### src/design/mlcd_pkg.sv
`default_nettype none
package mlcd_pkg;

  typedef enum logic [1:0] {
    OP_SET_PIXEL   = 2'd0,
    OP_START_FRAME = 2'd1,
    OP_FLUSH_ROW   = 2'd2,
    OP_END_FRAME   = 2'd3
  } op_t;

  // widths set by the largest supported panel (256 rows, 512 columns)
  localparam int ROW_W   = 8;
  localparam int CWORD_W = 4;

  localparam logic [7:0]  CMD_WRITE_BYTE = 8'h01;
  localparam logic [7:0]  CMD_TRAIL_BYTE = 8'h00;
  localparam logic [31:0] WORD_ONES      = 32'hffff_ffff;

  typedef struct packed {
    op_t                op;
    logic [ROW_W-1:0]   row;
    logic [CWORD_W-1:0] cword;
    logic [4:0]         bit_idx;
    logic               pixel_on;
  } cmd_t;

  typedef struct packed {
    logic [7:0] stream_byte;
    logic       last_byte;
  } out_t;

endpackage
`default_nettype wire

### src/design/mlcd_fifo.sv
`default_nettype none
module mlcd_fifo #(
  parameter int W     = 8,
  parameter int DEPTH = 4
) (
  input  wire logic         clk,
  input  wire logic         rst_n,
  input  wire logic         push,
  input  wire logic [W-1:0] wr_data,
  output logic              full,
  input  wire logic         pop,
  output logic [W-1:0]      rd_data,
  output logic              empty
);

  localparam int PW = $clog2(DEPTH);

  logic [W-1:0]  mem_r [DEPTH];
  logic [PW-1:0] wr_ptr_r, rd_ptr_r;
  logic [PW:0]   cnt_r;
  logic          do_push, do_pop;

  assign full    = (cnt_r == (PW+1)'(DEPTH));
  assign empty   = (cnt_r == '0);
  assign do_push = push && !full;
  assign do_pop  = pop && !empty;
  assign rd_data = mem_r[rd_ptr_r];

  always_ff @(posedge clk) begin
    if (do_push) begin
      mem_r[wr_ptr_r] <= wr_data;
    end
  end

  always_ff @(posedge clk) begin
    if (!rst_n) begin
      wr_ptr_r <= '0;
      rd_ptr_r <= '0;
      cnt_r    <= '0;
    end else begin
      if (do_push) begin
        wr_ptr_r <= wr_ptr_r + 1'b1;
      end
      if (do_pop) begin
        rd_ptr_r <= rd_ptr_r + 1'b1;
      end
      case ({do_push, do_pop})
        2'b10:   cnt_r <= cnt_r + 1'b1;
        2'b01:   cnt_r <= cnt_r - 1'b1;
        default: cnt_r <= cnt_r;
      endcase
    end
  end

endmodule
`default_nettype wire

### src/design/mlcd_front.sv
`default_nettype none
module mlcd_front
  import mlcd_pkg::*;
#(
  parameter int ROWS = 128,
  parameter int COLS = 128
) (
  input  wire logic        clk,
  input  wire logic        rst_n,
  input  wire logic        push,
  output logic             full,
  input  wire logic [1:0]  operation,
  input  wire logic [15:0] x_coord,
  input  wire logic [15:0] y_coord,
  input  wire logic        pixel_on,
  input  wire logic        back_ready,
  input  wire logic        cmd_pop,
  output cmd_t             cmd,
  output logic             cmd_valid
);

  localparam logic [16:0] ROWS_L = 17'(ROWS);
  localparam logic [16:0] COLS_L = 17'(COLS);

  cmd_t                 cmd_in;
  logic                 x_ok, y_ok, keep, q_full, q_empty;
  logic [$bits(cmd_t)-1:0] q_out;

  assign x_ok = ({1'b0, x_coord} < COLS_L);
  assign y_ok = ({1'b0, y_coord} < ROWS_L);

  // out-of-range pixel writes and row flushes do nothing, so they never enter the queue
  always_comb begin
    case (op_t'(operation))
      OP_SET_PIXEL: keep = x_ok && y_ok;
      OP_FLUSH_ROW: keep = y_ok;
      default:      keep = 1'b1;
    endcase
  end

  assign cmd_in.op       = op_t'(operation);
  assign cmd_in.row      = y_coord[ROW_W-1:0];
  assign cmd_in.cword    = x_coord[CWORD_W+4:5];
  assign cmd_in.bit_idx  = x_coord[4:0];
  assign cmd_in.pixel_on = pixel_on;

  assign full = q_full || !back_ready;

  mlcd_fifo #(
    .W     ($bits(cmd_t)),
    .DEPTH (2)
  ) u_cmd_q (
    .clk     (clk),
    .rst_n   (rst_n),
    .push    (push && !full && keep),
    .wr_data (cmd_in),
    .full    (q_full),
    .pop     (cmd_pop),
    .rd_data (q_out),
    .empty   (q_empty)
  );

  assign cmd       = cmd_t'(q_out);
  assign cmd_valid = !q_empty;

endmodule
`default_nettype wire

### config.mk
export PLATFORM = sky130hd
export DESIGN_NAME = mlcd_front
export DESIGN_NICKNAME = d
export VERILOG_FILES = /design/src/design/mlcd_pkg.sv /design/src/design/mlcd_fifo.sv /design/src/design/mlcd_front.sv
export SDC_FILE = /design/constraint.sdc
export NUM_CORES = 1
export LEC_CHECK = 0
export ABC_AREA = 0
export ABC_CLOCK_PERIOD_IN_PS = 4300
export BUFFER_PORTS_ARGS = -buffer_cell sky130_fd_sc_hd__buf_4
export CORE_ASPECT_RATIO = 1.2
export CORE_MARGIN = 8
export CORE_UTILIZATION = 40
export DETAILED_ROUTE_END_ITERATION = 10
export GPL_ROUTABILITY_DRIVEN = 0
export PLACE_DENSITY = 0.63
export SKIP_CTS_REPAIR_TIMING = 1
export SYNTH_ARGS = -nofsm -noshare
export SYNTH_HDL_FRONTEND = slang
export SYNTH_SLANG_ARGS = --single-unit
### constraint.sdc
create_clock -name clk -period 4.3 [get_ports clk]
set_input_delay 0.86 -clock clk [delete_from_list [all_inputs] [get_ports clk]]
set_output_delay 0.86 -clock clk [all_outputs]
set_load 0.01 [all_outputs]
==> impl_results.md <==
- Cell Area, Synth: 1779 sq um
- Hold Crit Class: register to register
- Skew-Pair Late Insertion Delay: 0.29 ns
- Core Box Area: 4262 sq um
- Die area: 6847 sq um
- Most frequent cells in the layout: buf_4, edfxtp_1, mux2_2
- Met1 GRT Util: 9.834%
- Setup WS post-layout: 1.663 ns
- Routed WL: 3.605 mm
- Place WS: 1.324 ns
- Hold path start: u_cmd_q.cnt_r[1]$_SDFFE_PN0P_
- FF-to-FF setup slack: 2.34 ns
- Synth warn: 0
- Commonest non-fill, non-tap cell in the layout: buf_4
- Root Buffer: clkbuf_8
- CP Capture Type: register
- Crit Reg-Reg Endpoint: u_cmd_q.mem_r[0][6]$_DFFE_PP_
- Met2 Use GR: 19.03%
- Vias: 1093
- Hold Path Cell Cnt: 2
- Synth Register Bits: 45
- Vias/cell: 4.879
- DIE WIDTH: 76.88 um
- Max-cap violations: 0
- Min Hold Slack: 0.5386 ns
- Rows: 26
- Clk sink count: 45
- Setup TNS: 0 ns
- # IOs: 62
- Status: finished clean
- Fin. max-slew vios: 0
- Largest cells by area after synthesis: edfxtp_1, mux2_2, dfxtp_1, and3b_1, xnor2_1
- PwrDens: 411.1 nW/um^2
- Die H: 89.06 um
- Crit path DAT: 2.55 ns
- First-pass detailed-route iteration total: 4
- Cts bufs inserted: 5
- Largest net degree at the start of global routing: 21
- Total track usage: 10.44%
- First-pass GRT wire length: 5.554 mm
- Synth top area share: 67.51%
- DP Wirelength: 2.727 mm
- Synth Instances: 102
- Seq/Total Area, Yosys: 73.14%
- Ant diodes: 0
- CP max-delay cell: and3b_1
- Synthesized area per cell: 17.44 sq um
- Setup CP Type: input port to register
- Minimum clock period: 2.637 ns
- Initial Util: 41.75%
- Clock transition at path regs: 0.07 ns
- WL per Instance: 16.09 um
- PortBufs: 61
- Worst hold path endpoint: u_cmd_q.cnt_r[1]$_SDFFE_PN0P_
- Routed Antenna Nets: 0
- Fin area: 2401 sq um
- Fin. Hold Viols: 0
- Worst-path fanout max: 20
- Residual DRC: 0
- Gr busiest metal: met2
- H-tree depth: 2
- Critical path startpoint category: input port
- Layout Skew: 0.007262 ns
- Worst R2R Path Depth: 3
- CTS tree: yes
- Placed cell areas: 2297 sq um
- Antenna violations before repair: 0
- CTS Buffer Depth: 2
- Period utilization: 61.33%
- Syn_nets: 143
- Met3 usage: 4.930%
- Vias in the first global route: 1177
- CP required: 4.21 ns
- CP max stage delay: 0.83 ns
- Area Growth Syn to Fin: 34.95%
- Worst-path cell chain: buf_4 > nor4_1 > a31oi_1 > o21bai_1 > and3b_1
- Setup violations, final: 0
- Fillers: 365
- Buf/Inv on CP: 1
- Slew @ Worst Pin: 0.9496 ns
- Drt initial violations: 74
- RSZ-0062 raised after global routing: false
- Layout cells sized above 1: 54.76%
- Slew headroom: 36.69%
- Gr ovfl total: 0
- Nets@finish: 209
- Source of the worst register-to-register timing path: u_cmd_q.cnt_r[0]$_SDFFE_PN0P_
- Maximum vdd drop: 176.8 uV
- Area leader, netlist: edfxtp_1
- CP delay by family, top: simple AND/OR/NAND/NOR gates
- Unique masters post-synth: 26
- Leakage: 0.9092 nW
- Fmax: 379.2 MHz
[cell usage after synthesis]
library cell,count
nand2_1,4
a221oi_2,1
or3_1,1
o311ai_1,1
ha_1,1
nand3_1,1
nor3_1,2
xnor2_1,3
buf_2,2
mux2_2,20
edfxtp_1,40
a31oi_1,2
nor4_1,2
nor2b_1,2
a21boi_0,1
nand3b_1,1
dfxtp_1,5
nand2b_2,1
o21bai_1,1
and2_1,2
and3b_1,3
and3_1,1
o21ai_0,1
or2_2,1
and3_4,1
nor2_1,2
[per-stage QoR]
| stage | utilization, % | std cells | total power [mW] |
|---|---|---|---|
| 3_3_place_gp | 53.90 | 217 | 0.7006 |
| 5_1_grt | 56.34 | 224 | 1.028 |
| 2_1_floorplan | - | 102 | 0.6154 |
| 4_1_cts | 56.34 | 224 | 0.9976 |
| 6_report | 56.34 | 224 | 0.9870 |
| 3_5_place_dp | 53.90 | 217 | 0.7053 |
[cell families (layout without fill, tap and decap cells)]
kind of cell	Yosys count	in the layout	share of synthesized area [%]
muxes	20	20	12.66
and+or+nand+nor	24	24	8.299
adders and majority gates	1	1	0.7031
DFF	45	45	73.14
xor gates and xnor gates	3	3	1.477
buffers and inverters	2	68	0.5626
AOI/OAI and AO/OA	7	7	3.164
[where the power goes]
| part | total, mW | switching [mW] | internal [mW] | leakage [nW] |
|---|---|---|---|---|
| clock network | 0.294 | 0.126 | 0.169 | 0.0540 |
| registers | 0.520 | 0.0221 | 0.497 | 0.404 |
| logic | 0.173 | 0.0656 | 0.107 | 0.451 |
[flip-flops by register name (all words and copies together), names as in the netlist, named ones only]
register,flops
u_cmd_q.mem_r,40
u_cmd_q.wr_ptr_r,1
u_cmd_q.cnt_r,2
u_cmd_q.rd_ptr_r,1
[final cells by class]
type / count / area (sq um) / area share [%]
flip-flops and latches: 45 / 1301 / 54.20
well taps: 56 / 70.07 / 2.918
clock buffers: 5 / 68.82 / 2.866
clock inverters: 2 / 35.03 / 1.459
repair buffers: 61 / 457.9 / 19.07
multi-input cells: 55 / 467.9 / 19.49
[metal layers]
metal / wire (um) / share of wire (%)
met1: 1298 / 36
met2: 1967 / 55
met3: 274 / 7.6
met4: 64 / 1.8
met5: 0 / 0
[worst max-delay path by stage]
stage           startpoint                       endpoint  slack (ns)  cells after the start
2_1_floorplan  y_coord[15]  u_cmd_q.mem_r[0][0]$_DFFE_PP_        1.87                      4
5_1_grt        x_coord[10]  u_cmd_q.mem_r[0][6]$_DFFE_PP_        1.53                      5
6_report       x_coord[10]  u_cmd_q.mem_r[0][6]$_DFFE_PP_        1.66                      5
3_3_place_gp   y_coord[15]  u_cmd_q.mem_r[0][4]$_DFFE_PP_        1.48                      5
4_1_cts           register                         cmd[2]        1.61                      2
3_5_place_dp   x_coord[10]  u_cmd_q.mem_r[0][4]$_DFFE_PP_        1.32                      5
[tightest hold or removal path, delay by kind of cell (launching register included)]
kind / cells / cell delay [ns]
flops: 1 / 0.34
compound gates: 2 / 0.16
Note: power is estimated with default switching activity, not from simulation.
