--- src/design/mlcd_fifo.sv ---
`default_nettype none
module mlcd_fifo #(
  parameter int W     = 8,
  parameter int DEPTH = 4
) (
  input  wire logic         clk,
  input  wire logic         rst_n,
  input  wire logic         push,
  input  wire logic [W-1:0] wr_data,
  output logic              full,
  input  wire logic         pop,
  output logic [W-1:0]      rd_data,
  output logic              empty
);

  localparam int PW = $clog2(DEPTH);

  logic [W-1:0]  mem_r [DEPTH];
  logic [PW-1:0] wr_ptr_r, rd_ptr_r;
  logic [PW:0]   cnt_r;
  logic          do_push, do_pop;

  assign full    = (cnt_r == (PW+1)'(DEPTH));
  assign empty   = (cnt_r == '0);
  assign do_push = push && !full;
  assign do_pop  = pop && !empty;
  assign rd_data = mem_r[rd_ptr_r];

  always_ff @(posedge clk) begin
    if (do_push) begin
      mem_r[wr_ptr_r] <= wr_data;
    end
  end

  always_ff @(posedge clk) begin
    if (!rst_n) begin
      wr_ptr_r <= '0;
      rd_ptr_r <= '0;
      cnt_r    <= '0;
    end else begin
      if (do_push) begin
        wr_ptr_r <= wr_ptr_r + 1'b1;
      end
      if (do_pop) begin
        rd_ptr_r <= rd_ptr_r + 1'b1;
      end
      case ({do_push, do_pop})
        2'b10:   cnt_r <= cnt_r + 1'b1;
        2'b01:   cnt_r <= cnt_r - 1'b1;
        default: cnt_r <= cnt_r;
      endcase
    end
  end

endmodule
`default_nettype wire

--- config.mk ---
export PLATFORM = sky130hd
export DESIGN_NAME = mlcd_fifo
export DESIGN_NICKNAME = d
export VERILOG_FILES = /design/src/design/mlcd_fifo.sv
export SDC_FILE = /design/constraint.sdc
export NUM_CORES = 1
export LEC_CHECK = 0
export BUFFER_PORTS_ARGS = -buffer_cell sky130_fd_sc_hd__buf_2
export CORE_AREA = 4 4 64 80
export CTS_BUF_LIST = sky130_fd_sc_hd__clkbuf_16
export DETAILED_ROUTE_END_ITERATION = 6
export DIE_AREA = 0 0 68 84
export PLACE_DENSITY_LB_ADDON = 0.12
export SKIP_CTS_REPAIR_TIMING = 1
export SYNTH_ARGS = -nofsm -noshare
export SYNTH_HDL_FRONTEND = slang
export SYNTH_SLANG_ARGS = --single-unit
--- constraint.sdc ---
create_clock -name clk -period 2.2 [get_ports clk]
set_clock_uncertainty 0.15 [all_clocks]
set_input_delay 0.22 -clock clk [delete_from_list [all_inputs] [get_ports clk]]
set_output_delay 0.22 -clock clk [all_outputs]
set_load 0.1 [all_outputs]
==> results of run 1 <==
## report_power, final
group / switching (W) / internal, W
clock network: 0.000270 / 0.000530
registers: 0.0000766 / 0.000957
logic: 0.000879 / 0.000337
total: 0.00123 / 0.00182
## final timing paths
path / end / depth (start not counted)
setup / recovery: cnt_r[2] / 9
hold / removal: mem_r[1][7] / 1
setup reg to reg: cnt_r[2] / 9
hold reg to reg: wr_ptr_r[0] / 2
## layout make-up
class | instances | area (um2) | area share (%)
flip-flops and latches | 41 | 1150 | 56.7
multi-input cells | 45 | 495 | 24.5
clock buffers | 5 | 125 | 6.18
repair buffers | 23 | 120 | 5.93
well taps | 58 | 72.6 | 3.58
clock inverters | 3 | 41.3 | 2.04
inverters | 6 | 22.5 | 1.11
## layout by cell type (no fill, tap or decap), types with 4 or more instances in the layout
cell,instances
nand2_1,7
ha_1,4
and2_1,6
inv_1,4
dfxtp_1,6
edfxtp_1,32
mux4_2,8
o21ai_0,4
clkbuf_16,5
buf_2,21
## critical path, delay by kind of cell, from the launching register on
kind	cells	cell delay (ns)
compound gates	1	0.12
fa+ha+maj	2	0.46
buf+inv	2	0.11
xor+xnor	1	0.15
flops	1	0.37
simple gates	3	0.65
## layer usage
metal	up-vias	routed length [um]
li1	405	-
met5	-	0
met3	5	83
met4	0	58
met2	18	1460
met1	429	1090
## logic make-up after synthesis
group,after synthesis,synth area share [%]
compound gates,7,2.43
xor+xnor,2,1.07
fa+ha+maj,6,5.02
buf+inv,10,2.44
flops,41,69.4
mux,10,12.2
simple gates,20,7.46
## sequential cells by signal (all words and copies together), names as in the netlist, named ones only
| name | cells |
|---|---|
| cnt_r | 3 |
| mem_r | 32 |
| rd_ptr_r | 2 |
| wr_ptr_r | 2 |
## stage by stage
| stage | instance area, um2 | setup TNS, ns | cells | power (W) |
|---|---|---|---|---|
| 3_3_place_gp | 1850 | 0 | 173 | 0.00225 |
| 3_5_place_dp | 1850 | 0 | 173 | 0.00227 |
| 4_1_cts | 2020 | 0 | 181 | 0.00308 |
| 2_1_floorplan | 1680 | -1.16 | 96 | 0.00206 |
| 6_report | 2020 | 0 | 181 | 0.00305 |
| 5_1_grt | 2020 | 0 | 181 | 0.00319 |
==> results_dict.tcl, run 1 <==
set metrics [dict create \
    io_pins 22 \
    grt.total_usage_pct 11.1 \
    grt.overflow.total 0 \
    peakVddDrop_mv 1.08 \
    tritoncts "built" \
    finalCritPeriodShare_pct 94.4 \
    worst_slew_pin_slew_ns 0.489 \
    leakagePower_nw 0.712 \
    cp_max_fo 7 \
    die_y_um 84 \
    syn-num-nets 114 \
    finalSetupViolations 0 \
    outcome "finished, final reports clean" \
    reg2reg_slack_ns 0.12 \
    core_mm2 0.00439 \
    start_util_pct 37.4 \
    synth_warnings 0 \
    relSlewSlack_pct 67.6 \
    drtIter0Drc 30 \
    hold_viol_final 0 \
    grt_pass1_wl_mm 4.48 \
    ys_top_cells_by_area "edfxtp_1 (58%), dfxtp_1 (11%), mux4_2 (11%)" \
    chipWidth_um 68 \
    nets 140 \
    cts_sinks 41 \
    startpoint_type "flop" \
    rsz0062_at_grt "false" \
    syn_area_mm2 0.00164 \
    drc 0 \
    cp_slowest_cell "dfxtp_2" \
    dr.pass1.iters 4 \
    nFillCells 402 \
    drt_wl_total_mm 2.69 \
    clkLatencyLatePin_ns 0.28 \
    synthTopCellsByCount "edfxtp_1 (32), dfxtp_1 (9), mux4_2 (8)" \
    syn_to_final_growth_pct 23.1 \
    ant_nets 0 \
    yosysMostFrequentCell "edfxtp_1" \
    dieArea_mm2 0.00571 \
    min_from "wr_data[7]" \
    crit_arrival_ns 2.13 \
    port_buffers 21 \
    routed_via_density 4.73 \
    holdCritPathClass "in2reg" \
    drv_cap 0 \
    pre_cts_ws_ns 0.0526 \
    path_clk_slew_ns 0.06 \
    fmax_ghz 0.482 \
    clockBufferDepth 2 \
    fin_util_pct 46.1 \
    layout_setup_ws_ns 0.123 \
    diodes 0 \
    yosys.area.top_type_share_pct 58.4 \
    cts-htree-levels 2 \
    hold_ws_ns 0.00734 \
    grt_pass1_vias 905 \
    synthArstFlopShare_pct 0 \
    clockRootBuffer "clkbuf_16" \
    use_met3_pct 3.64 \
    required_ns 2.26 \
    ys.flop_type "edfxtp_1" \
    hpwl_mm 1.91 \
    antenna_found_initial 0 \
    startpoint "cnt_r[2]" \
    syn_area_per_cell_um2 17.1 \
    drive_gt1_share_pct 39.8 \
    synth_edf_count 32 \
    grt_max_degree 14 \
    via_count 857 \
    cts-buffers-inserted 5 \
    end_kind "flop" \
    num_rows 27 \
    max_stage_delay_ns 0.37 \
    met1_usage_pct 12.3 \
    period_minus_slack_ns 2.08 \
    place_congestion 0.703 \
    yosysUniqueCellTypes 21 \
    syn_inst 96 \
    crit_path_frequent_cell "inv_2" \
    criticalPathCategory "reg2reg" \
    r2r-start "cnt_r[2]" \
    synth-seq-area-share_pct 69.4 \
    slew_viol_final 0 \
    yosys.area.top_type "edfxtp_1" \
    met2_usage_pct 18.5 \
    avgRoutedWirePerCell_um 14.9 \
    crit_path_cell_trace "nor3b_4, nor2b_2, inv_2, ha_4, inv_2, fa_2, xor2_1, or3_1, a21boi_1" \
    top_usage_layer "met2" \
    power_density_mw_per_mm2 1510 \
    ys_seq_elements 41 \
]
No activity file was read; power rests on OpenSTA's default activity.
==> run 2: changes to the inputs <==
--- a/config.mk
+++ b/config.mk
@@ -11,6 +11,7 @@
 export DETAILED_ROUTE_END_ITERATION = 6
 export DIE_AREA = 0 0 68 84
 export PLACE_DENSITY_LB_ADDON = 0.12
+export REMOVE_ABC_BUFFERS = 1
 export SKIP_CTS_REPAIR_TIMING = 1
 export SYNTH_ARGS = -nofsm -noshare
 export SYNTH_HDL_FRONTEND = slang
==> run 2 against run 1 <==
  * Sequential share of layout area is 0.57 points higher
  * Non-clock buffer count unchanged
  * Flip-flop and latch count unchanged
  * Power down 2.8%
  * Count of clock-buffer cells in the layout unchanged
  * Critical path depth stayed put
  * Via count increased by 0.23%
==> results_dict.tcl, run 2 (synthesized netlist as in run 1, its figures left out) <==
set metrics [dict create \
    top_layer_used "met4" \
    slew_viol_final 0 \
    port_buffers 21 \
    die_y_um 84 \
    diodes 0 \
    holdCritPathClass "in2reg" \
    chipWidth_um 68 \
    nFillCells 405 \
    max_stage_delay_ns 0.34 \
    place_area_mm2 0.00182 \
    hold_viol_final 0 \
    layout_setup_ws_ns 0.122 \
    avgRoutedWirePerCell_um 14.4 \
    cts_sinks 41 \
    cp_slowest_cell "dfxtp_2" \
    routed_via_density 4.75 \
    reg2reg_slack_ns 0.12 \
    grt_max_degree 13 \
    cp_max_fo 4 \
    nets 140 \
    layout_common_cells "edfxtp_1 (32), buf_2 (21), mux4_2 (8), nand2_1 (7)" \
    syn_to_final_growth_pct 21.9 \
    r2r-start "cnt_r[1]" \
    core_mm2 0.00439 \
    grt.total_usage_pct 9.99 \
    dr.pass1.iters 2 \
    crit_arrival_ns 2.13 \
    end_kind "flop" \
    largestRegisters "mem_r: 32 flops, cnt_r: 3 flops" \
    criticalPathCategory "reg2reg" \
    min_from "wr_data[7]" \
    largest_register_ffs 32 \
    required_ns 2.25 \
    via_count 859 \
    finalSetupViolations 0 \
    fin_util_pct 45.6 \
    fin_setup_tns_ns 0 \
    worst_slew_pin_slew_ns 0.496 \
    pre_cts_ws_ns 0.0498 \
    drive_gt1_share_pct 38.2 \
    cts-htree-levels 2 \
    clkLatencyLatePin_ns 0.27 \
    regArea_mm2 0.00115 \
    top_register "mem_r" \
    path_clk_slew_ns 0.06 \
    cts-buffers-inserted 5 \
    multi_input_area_um2 479 \
    hpwl_mm 1.84 \
    power_density_mw_per_mm2 1480 \
    outcome "finished, final reports clean" \
    worst_hold_path.endpoint "mem_r[1][7]" \
    place_congestion 0.724 \
    cp_top_family "simple AND/OR/NAND/NOR gates" \
    m1WireLength_um 971 \
    wl_met3_um 117 \
    path_buf_inv 2 \
    drt_wl_total_mm 2.61 \
    io_pins 22 \
    final_common_cell "edfxtp_1" \
    timing.rr.end "cnt_r[2]" \
    antenna_found_initial 0 \
    crit_path_cell_trace "nor3b_4, nor2b_2, inv_2, ha_2, inv_1, fa_2, xor2_1, or3_1, a21boi_1" \
    num_rows 27 \
    drc 0 \
    relSlewSlack_pct 67.1 \
    start_util_pct 37.4 \
    stdcell_area_mm2 0.00200 \
    grt.overflow.total 0 \
    hold_depth 1 \
    grt_pass1_vias 966 \
    wl_met2_mm 1.50 \
    dieArea_mm2 0.00571 \
    startpoint_type "flop" \
    ant_nets 0 \
    drtIter0Drc 40 \
    leakagePower_nw 0.713 \
    fmax_ghz 0.481 \
    clockBufferDepth 2 \
    drv_cap 0 \
    clockRootBuffer "clkbuf_16" \
    finalCritPeriodShare_pct 94.4 \
    period_minus_slack_ns 2.08 \
    rsz0062_at_grt "false" \
    peakVddDrop_mv 0.752 \
    r2r_cells 9 \
    tritoncts "built" \
    grt_pass1_wl_mm 4.14 \
]
==> run 2: how the worst max path moves through the flow <==
stage / end / depth (start not counted) / startpoint
3_5_place_dp: cnt_r[2] / 9 / cnt_r[2]
2_1_floorplan: cnt_r[2] / 9 / cnt_r[2]
5_1_grt: cnt_r[2] / 9 / cnt_r[2]
6_report: cnt_r[2] / 9 / cnt_r[1]
3_3_place_gp: cnt_r[2] / 9 / cnt_r[2]
4_1_cts: cnt_r[2] / 9 / cnt_r[2]
==> run 2: worst reg2reg max path, stage by stage, from the launching register on <==
cell and delay, ns:
dfxtp_2 0.34, nor3b_4 0.21, nor2b_2 0.08, inv_2 0.05
ha_2 0.19, inv_1 0.06, fa_2 0.33, xor2_1 0.15
or3_1 0.30, a21boi_1 0.14
==> run 2: per-stage QoR <==
stage	total power [W]	hold WS (ns)	cells
6_report	0.00296	0.0139	181
5_1_grt	0.00311	0.00880	181
4_1_cts	0.00296	0.00864	181
3_5_place_dp	0.00217	0.293	173
3_3_place_gp	0.00216	0.282	173
2_1_floorplan	0.00198	0.169	92
==> run 2: layer usage <==
layer	vias to the layer above	track usage (%)
li1	407	-
met3	2	3.91
met4	0	3.98
met1	433	10.1
met5	-	0
met2	17	17.6
==> run 2: layout make-up <==
class                   instances  share of cell area [%]
flip-flops and latches         41                    57.2
clock buffers                   5                    6.24
repair buffers                 23                    5.99
clock inverters                 3                    1.87
inverters                       6                    1.12
multi-input cells              45                    23.9
well taps                      58                    3.62
==> run 2: power breakdown <==
| part | internal (W) | switching (W) | leakage (nW) |
|---|---|---|---|
| Combinational | 0.000295 | 0.000866 | 0.262 |
| Clock | 0.000526 | 0.000251 | 0.0826 |
| Sequential | 0.000956 | 0.0000694 | 0.369 |
| Total | 0.00178 | 0.00119 | 0.713 |
==> run 3: changes to the inputs <==
==> config.mk (replaced) <==
export PLATFORM = sky130hd
export DESIGN_NAME = mlcd_fifo
export DESIGN_NICKNAME = d
export VERILOG_FILES = /design/src/design/mlcd_fifo.sv
export SDC_FILE = /design/constraint.sdc
export NUM_CORES = 1
export LEC_CHECK = 0
export CORE_AREA = 4 4 64 80
export CTS_BUF_LIST = sky130_fd_sc_hd__clkbuf_16
export DETAILED_ROUTE_END_ITERATION = 6
export DIE_AREA = 0 0 68 84
export DONT_BUFFER_PORTS = 1
export PLACE_DENSITY_LB_ADDON = 0.12
export REMOVE_ABC_BUFFERS = 1
export SYNTH_ARGS = -nofsm -noshare
export SYNTH_HDL_FRONTEND = slang
export SYNTH_SLANG_ARGS = --single-unit
==> constraint.sdc (replaced) <==
create_clock -name clk -period 2.02 [get_ports clk]
set_clock_uncertainty 0.15 [all_clocks]
set_input_delay 0.202 -clock clk [delete_from_list [all_inputs] [get_ports clk]]
set_output_delay 0.202 -clock clk [all_outputs]
set_load 0.1 [all_outputs]
==> run 3 against run 2 <==
  * The flow now finishes with violations (negative setup slack)
  * Clock power grew 9.3%
  * Sequential power grew 9%
  * Maximum frequency grew 2.6%
  * Critical path depth is the same
  * Register-to-register slack lost 0.13 ns
  * Largest power group unchanged
  * Global-route usage grew 0.15 points
  * Non-clock buffer count grew 6
  * Setup slack lost 0.13 ns
  * Flip-flop and latch count is the same
==> results_dict.tcl, run 3 (synthesized netlist as in run 1, its figures left out) <==
set metrics [dict create \
    hold_viol_final 0 \
    finalCritPeriodShare_pct 100 \
    cts-htree-levels 2 \
    peakVddDrop_mv 1.02 \
    drc 0 \
    clockBufferDepth 2 \
    nFillCells 400 \
    avgRoutedWirePerCell_um 14.3 \
    routed_via_density 4.67 \
    core_mm2 0.00439 \
    drv_cap 0 \
    largest_register_ffs 32 \
    place_congestion 0.697 \
    required_ns 2.07 \
    drtIter0Drc 33 \
    multi_input_area_um2 499 \
    largestRegisters "mem_r: 32 flops, cnt_r: 3 flops" \
    slew_viol_final 0 \
    crit_path_frequent_cell "inv_2" \
    clkLatencyLatePin_ns 0.27 \
    leakagePower_nw 0.779 \
    via_count 873 \
    drive_gt1_share_pct 34.9 \
    hpwl_mm 1.85 \
    cp_max_fo 4 \
    final_common_cell "edfxtp_1" \
    regArea_mm2 0.00115 \
    place_area_mm2 0.00188 \
    end_kind "flop" \
    drt_wl_total_mm 2.67 \
    power_density_mw_per_mm2 1590 \
    power_w 0.00348 \
    port_buffers 0 \
    diodes 0 \
    fmax_ghz 0.494 \
    relSlewSlack_pct 70.3 \
    holdCritPathClass "in2reg" \
    startpoint_type "flop" \
    grt_max_degree 13 \
    cts-buffers-inserted 5 \
    nets 146 \
    layout_common_cells "edfxtp_1 (32), buf_4 (15), dlygate4sd3_1 (10), mux4_2 (8), nand2_1 (7)" \
    die_y_um 84 \
    worst_slew_pin_slew_ns 0.445 \
    antenna_found_initial 0 \
    crit_path_cell_trace "nor3b_4, nor2b_2, inv_2, ha_4, inv_2, fa_2, xor2_1, or3_1, a21boi_2" \
    clockRootBuffer "clkbuf_16" \
    ant_nets 0 \
    hold_ws_ns 0.0516 \
    dieArea_mm2 0.00571 \
    cts_sinks 41 \
    finalSetupViolations 1 \
    stdcell_area_mm2 0.00220 \
    start_util_pct 37.4 \
    period_minus_slack_ns 2.03 \
    io_pins 22 \
    grt.total_usage_pct 10.1 \
    dr.pass1.iters 4 \
    max_stage_delay_ns 0.37 \
    fin_setup_tns_ns -0.00578 \
    grt_pass1_wl_mm 4.22 \
    top_register "mem_r" \
    crit_arrival_ns 2.08 \
    outcome "finished, violations left" \
    criticalPathCategory "reg2reg" \
    cp_top_family "simple AND/OR/NAND/NOR gates" \
    grt.overflow.total 0 \
    violations "negative setup slack" \
    cp_slowest_cell "dfxtp_4" \
    syn_to_final_growth_pct 33.6 \
    num_rows 27 \
    layout_setup_ws_ns -0.00578 \
    rsz0062_at_grt "true" \
    chipWidth_um 68 \
    path_buf_inv 2 \
    tritoncts "built" \
    path_clk_slew_ns 0.05 \
    grt_pass1_vias 873 \
]
## run 3: through the flow
stage / setup slack [ns] / instances / util (%)
global route: -0.121 / 187 / 50.0
CTS: 0.00330 / 186 / 49.8
finish: -0.00578 / 187 / 50.0
detailed placement: -0.163 / 166 / 42.8
floorplan: -1.39 / 92 / -
global placement: -0.121 / 166 / 42.8
## run 3: path summary, 6_finish.rpt
check	startpoint	endpoint	slack (ns)	cells past startpoint
max	cnt_r[2]	cnt_r[2]	-0.006	9
min	pop	rd_ptr_r[1]	0.05	3
max reg2reg	cnt_r[2]	cnt_r[2]	-0.006	9
min reg2reg	rd_ptr_r[1]	rd_ptr_r[1]	0.34	2
## run 3: repair_timing
action	4_1_cts	5_1_grt
hold buffers	10	0
pin swaps	1	1
gates resized for setup	10	1
endpoints found under the setup margin	1	1
setup buffers	2	1
gates cloned	0	0
endpoints found under the hold margin	41	0
## run 3: where the power goes
part | switching (W) | internal [W]
clock network | 0.000276 | 0.000573
logic | 0.000982 | 0.000533
registers | 0.0000797 | 0.00104
## run 3: area by class of cell
| class | instances | share of cell area [%] |
|---|---|---|
| Sequential cell | 41 | 52.2 |
| Multi-Input combinational cell | 45 | 22.7 |
| Timing Repair Buffer | 29 | 13.3 |
| Clock buffer | 5 | 5.69 |
| Tap cell | 58 | 3.30 |
| Clock inverter | 3 | 1.71 |
| Inverter | 6 | 1.03 |
## run 3: tightest hold or removal path, delay by kind of cell
kind	cells	cell delay [ns]
AOI/OAI and AO/OA	1	0.07
and+or+nand+nor	2	0.15
## run 3: layer usage
metal	routed length [um]	part of all wire, %	track usage (%)
met1	1070	40	11.3
met2	1430	53	17.2
met3	120	4.5	3.10
met4	53	2.0	4.34
met5	0	0	0
